<file path="config.mk">
export PLATFORM = sky130hd
export DESIGN_NAME = iprl_ctrl
export DESIGN_NICKNAME = d
export VERILOG_FILES = /design/src/design/iprl_pkg.sv /design/src/design/iprl_ctrl.sv
export SDC_FILE = /design/constraint.sdc
export NUM_CORES = 1
export LEC_CHECK = 0
export BUFFER_PORTS_ARGS = -buffer_cell sky130_fd_sc_hd__buf_2
export CAP_MARGIN = 20
export CORE_AREA = 10 10 47 49
export DETAILED_ROUTE_END_ITERATION = 10
export DIE_AREA = 0 0 57 59
export PLACE_DENSITY = 0.54
export SYNTH_ARGS = -nofsm -noshare
export SYNTH_HDL_FRONTEND = slang
export SYNTH_SLANG_ARGS = --single-unit
</file>
<file path="constraint.sdc">
create_clock -name clk -period 1 [get_ports clk]
set_input_delay 0.25 -clock clk [delete_from_list [all_inputs] [get_ports clk]]
set_output_delay 0.25 -clock clk [all_outputs]
set_load 0.02 [all_outputs]
</file>
<file path="src/design/iprl_pkg.sv">
// iprl_pkg: shared types and constants for the ipv6 range lookup block
// holds opcodes, controller states and the controller/datapath command and status structs
// no dependencies

package iprl_pkg;

  // field widths fixed by the transaction format
  localparam int IDX_W  = 20;
  localparam int ADDR_W = 64;
  localparam int PFX_W  = 16;
  localparam int OP_W   = 2;

  localparam int PFX_DEPTH = 1 << PFX_W;

  typedef enum logic [OP_W-1:0] {
    OP_WR_PREFIX = 2'd0,
    OP_WR_END    = 2'd1,
    OP_QUERY     = 2'd2
  } opcode_t;

  typedef enum logic [2:0] {
    S_IDLE,
    S_PREFIX,
    S_ISSUE,
    S_COMPARE,
    S_DONE
  } state_t;

  // controller to datapath
  typedef struct packed {
    logic wr_prefix;
    logic wr_end;
    logic query;
    logic load_range;
    logic issue_probe;
    logic update;
  } iprl_cmd_t;

  // datapath to controller
  typedef struct packed {
    logic single;
    logic in_range;
    logic reaches;
    logic mid_zero;
  } iprl_sts_t;

endpackage

</file>
<file path="src/design/iprl_ctrl.sv">
// iprl_ctrl: controller state machine for the ipv6 range lookup
// sequences prefix read, binary search probes and the result strobe
// depends on iprl_pkg

module iprl_ctrl (
  input  logic                        clk,
  input  logic                        rst_n,
  input  logic                        start,
  input  logic [iprl_pkg::OP_W-1:0]   in_opcode,
  input  iprl_pkg::iprl_sts_t         sts,
  output iprl_pkg::iprl_cmd_t         cmd,
  output logic                        busy,
  output logic                        out_valid
);

  iprl_pkg::state_t state_r;
  iprl_pkg::state_t state_nxt;

  // state register
  always_ff @(posedge clk) begin
    if (!rst_n) begin
      state_r <= iprl_pkg::S_IDLE;
    end else begin
      state_r <= state_nxt;
    end
  end

  // next state
  always_comb begin
    state_nxt = state_r;
    case (state_r)
      iprl_pkg::S_IDLE: begin
        if (start && (iprl_pkg::opcode_t'(in_opcode) == iprl_pkg::OP_QUERY)) begin
          state_nxt = iprl_pkg::S_PREFIX;
        end
      end
      iprl_pkg::S_PREFIX: begin
        state_nxt = sts.single ? iprl_pkg::S_DONE : iprl_pkg::S_ISSUE;
      end
      iprl_pkg::S_ISSUE: begin
        state_nxt = sts.in_range ? iprl_pkg::S_COMPARE : iprl_pkg::S_DONE;
      end
      iprl_pkg::S_COMPARE: begin
        if (sts.reaches && sts.mid_zero) begin
          state_nxt = iprl_pkg::S_DONE;
        end else begin
          state_nxt = iprl_pkg::S_ISSUE;
        end
      end
      iprl_pkg::S_DONE: begin
        state_nxt = iprl_pkg::S_IDLE;
      end
      default: begin
        state_nxt = iprl_pkg::S_IDLE;
      end
    endcase
  end

  // command and handshake outputs
  always_comb begin
    cmd       = '0;
    busy      = 1'b1;
    out_valid = 1'b0;
    case (state_r)
      iprl_pkg::S_IDLE: begin
        busy = 1'b0;
        if (start) begin
          case (iprl_pkg::opcode_t'(in_opcode))
            iprl_pkg::OP_WR_PREFIX: cmd.wr_prefix = 1'b1;
            iprl_pkg::OP_WR_END:    cmd.wr_end    = 1'b1;
            iprl_pkg::OP_QUERY:     cmd.query     = 1'b1;
            default: ;
          endcase
        end
      end
      iprl_pkg::S_PREFIX: begin
        cmd.load_range = 1'b1;
      end
      iprl_pkg::S_ISSUE: begin
        cmd.issue_probe = sts.in_range;
      end
      iprl_pkg::S_COMPARE: begin
        cmd.update = 1'b1;
      end
      iprl_pkg::S_DONE: begin
        out_valid = 1'b1;
      end
      default: begin
        busy = 1'b1;
      end
    endcase
  end

endmodule

</file>
# Word level (Yosys, flattened, before mapping)
# Index checks and enable logic that the tools add are counted.
[op_classes]
reduce_logical = 4
muxes = 15
eq_ne = 7
[op_table]
columns = ["op", "n"]
rows = [
  ["$mux 3", 6],
  ["$pmux 3 s4", 1],
  ["$mux 1", 8],
  ["$eq 3x2->1 const B", 2],
  ["$eq 3x1->1 const B", 1],
  ["$eq 3x3->1 const B", 1],
  ["$logic_not 3->1", 1],
  ["$eq 2x1->1 const B", 1],
  ["$eq 2x2->1 const B", 1],
  ["$logic_and 1x1->1", 2],
  ["$logic_not 2->1", 1],
  ["$ne 2x2->1 const B", 1],
]
[word_totals]
reg_bits = 3
inputBits = 9
output_inout_bits = 8

# Longest topological paths before layout
[depth]
depth_word = 4
depth_mapped = 5
ltp_nobuf = 4

# Least setup slack after synthesis
# No wires, ideal clock.
[synth_timing]
kind = "reg2out"
from = "reg state_r[1]"
to = "out cmd[5] (netlist bit)"
stages_incl_launch_ff = 5
setup_slack_ns = -0.428
required_time_ns = 0.750
t_arrival_ns = 1.178
cell_sequence = "dfxtp_1 -> buf_6 -> nor3_4 -> inv_2 -> nor4b_2"
[synth_lines]
columns = ["item", "line_no", "text"]
rows = [
  ["start, declared", "iprl_ctrl.sv:16", "iprl_pkg::state_t state_r;"],
  ["start signal, assigned", "iprl_ctrl.sv:22", "state_r <= iprl_pkg::S_IDLE;"],
  ["start signal, assigned", "iprl_ctrl.sv:24", "state_r <= state_nxt;"],
  ["end, declared", "iprl_ctrl.sv:11", "output iprl_pkg::iprl_cmd_t cmd,"],
]

==> results by group <==
Global routing
  • Initial antenna violation count: 0
  • First-pass GRT wire length: 1.50 mm
  • GRT Overall Usage: roughly 5.4%
  • Total global routing overflow: 0
  • Vias in the first global route: 347
  • Largest net degree at the start of global routing: 10

Synth
  • #FFs+latches synth: 3
  • Post-synth top area share: approximately 25%
  • Synth Instances: 27
  • Avg Synthesized Cell Area: 8.85 µm²
  • FFs w/ async S/R, synth: 0%
  • Top-count cell post-synth: dfxtp_1
  • Synthesized net count: 36
  • Ys flop type: dfxtp_1
  • Synth top cells by count: 3 x dfxtp_1, 2 x a31oi_1, 2 x and2_1, 2 x nor2_1, 2 x nor2b_1
  • Post-synth top area cell: dfxtp_1
  • YS warnings: 0
  • Top area cells in the synthesized netlist: dfxtp_1 25%, nor3_4 6.8%, nor4b_2 6.3%
  • Seq/Total Area, Yosys: between 20% and 30%
  • Yosys cell types: 21
  • EDFF count, synth: 0
  • Cell Area, Synth: between 200 and 250 µm²

STA
  • Fmax: 0.666 GHz
  • Hold_ws: 235 ps
  • Rel. slew slack: 87.1%
  • Final WS setup: -502 ps
  • Unrepaired setup endpoints after global routing: yes
  • TNS Setup: -3810 ps
  • Final Cycle Share: 150%
  • Final worst path period need: 1500 ps
  • Endpoints failing hold: 0
  • Max-slew violation count: 0
  • Final setup fails: 11
  • Worst Skew: 1.95 ps
  • Worst slew pin tran: about 190 ps

Worst setup path
  • CP Capture Type: primary output
  • CP max FO: 3
  • Startpoint types: flip-flop
  • Crit Path Class: flip-flop to primary output
  • Worst r2r src: state_r[0]
  • Req. time, crit path: 750 ps
  • Top delay family on crit path: simple AND/OR/NAND/NOR gates
  • Crit path cell chain: nor3_4, inv_2, nor4b_4, buf_4
  • CP max stage cell: dfxtp_2
  • Crit path arrival time: 1250 ps
  • Sum of buffers and inverters on the critical path: 2
  • Crit. Startpoint: state_r[0]
  • CP peak stage delay: 320 ps

Power and ir drop
  • Logic pwr share: between 20% and 30%
  • Psw: 0.108 mW
  • Int Power: ~0.32 mW
  • Worst vdd ir: around 0.55 mV
  • P per Cell Area: 825 mW/mm²
  • Total Power: 0.426 mW
  • Leak: approximately 0.26 nW
  • Sequential Power Share: 28.4%
  • Clk pwr share: slightly above 50%
  • Net Sw Frac: 25.4%

Routing
  • Antenna Nets Post-Route: 0
  • Routed Wire Length: 937 µm
  • Wirelength per Cell: 12.8 µm
  • Avg Vias per Cell: 4.30
  • DRC Markers: 0
  • First DRT Iteration DRCs: 2
  • Via count: 314
  • First drt pass iteration count: 2

Place
  • PortBufs: 16
  • Gpl congestion: around 0.66
  • HPWL Detailed: 702 µm
  • Post-DP Area: roughly 400 µm²

Cells and area
  • Final core utilization: 36.8%
  • Final Cell Area: 515 µm²
  • Sequential Area: 66.3 µm²
  • # fillers: 153
  • Top Registers: state_r (3)
  • Synthesis-to-finish area growth: 116%
  • Layout cells sized above 1: 73.7%
  • Most flops, register: state_r
  • Area of the multi-input gates: 198 µm²
  • Net count reported at finish: 67
  • Largest register FFs: 3
  • Diode count: 0

CTS
  • Clock transition at path regs: about 40 ps
  • Root cell of the clock tree: clkbuf_4
  • Worst skew pair latency: 230 ps
  • TritonCTS Sinks: 3
  • Clock tree from TritonCTS: built
  • # hold bufs at CTS: 0
  • Clock buffer count from CTS: 3
  • H-Tree Depth: 1
  • Clock Tree Buf Depth: 2

Hold path
  • Hold path start: rst_n
  • Hold Crit Class: primary input to flip-flop

Status
  • Status: finished with violations
  • Failing checks: negative setup slack

Floorplan
  • Total core area: 0.00140 mm²
  • Die outline width: 57 µm
  • Die Ht: between 50 and 60 µm
  • # IOs: 17
  • Initial Util: 17.1%
  • Die area: 0.00336 mm²
  • Core Rows: 14

Run
  • Maxcap violations: 0
final timing paths:
| check | to | slack [ps] | depth (start not counted) |
|---|---|---|---|
| hold reg to reg | state_r[2] | 680 | 3 |
| hold / removal | state_r[0] | 240 | 2 |
| setup reg to reg | state_r[1] | -240 | 6 |
| setup / recovery | cmd[5] | -500 | 4 |
power by group through the flow:
stage	combinational, mW	clock [mW]	sequential (mW)
after detailed placement	0.0760	0	0.125
final	0.0886	0.216	0.121
after floorplan	0.0330	0	0.126
after CTS	0.0845	0.227	0.123
after global routing	0.0976	0.237	0.121
after global placement	0.0755	0	0.125
placed cells by master (no fill, tap or decap):
cell / instances
and2b_2: 1
and4bb_2: 1
clkbuf_4: 3
nor2_1: 2
nor4b_4: 1
buf_4: 14
a31oi_4: 1
and2_4: 1
and3b_1: 1
nand2b_1: 1
inv_2: 1
o21a_1: 1
clkbuf_1: 1
nor3_4: 1
dfxtp_4: 1
nand2_1: 1
and2_2: 1
and4b_1: 1
dfxtp_2: 2
buf_6: 5
buf_2: 8
a31oi_1: 1
nor3b_2: 1
nand4_1: 1
nand3_1: 1
o21ai_1: 1
nand3b_1: 1
nor2b_1: 2
kinds of logic after synthesis:
family / Yosys count / share of synthesized area, %
AOI/OAI and AO/OA: 4 / 10.5
buffers and inverters: 2 / 6.28
DFF: 3 / 25.1
and+or+nand+nor: 18 / 58.1
metrics by stage:
stage	instances	setup slack, ps
after global routing	73	-569
final	73	-502
after detailed placement	66	-346
after global placement	66	-315
after CTS	71	-495
after floorplan	27	-311
layer usage:
metal | part of all wire [%] | up-vias | global-route usage [%]
met5 | 0 | - | 0
met3 | 11 | 0 | 3.86
li1 | - | 159 | -
met1 | 41 | 140 | 6.41
met2 | 48 | 15 | 7.44
met4 | 0 | 0 | 2.01
layout make-up:
| cell class | count | share of cell area [%] |
|---|---|---|
| well taps | 16 | 3.88 |
| inverters | 1 | 0.728 |
| flip-flops and latches | 3 | 12.9 |
| clock buffers | 4 | 5.10 |
| multi-input cells | 22 | 38.3 |
| repair buffers | 27 | 39.1 |
timing repair:
action                                  CTS  global route
endpoints found under the hold margin     0             0
pin swaps                                 3             4
gates resized for setup                  16             5
endpoints found under the setup margin   11            11
setup buffers                             1             2
Power figures use the tool's default switching activity.
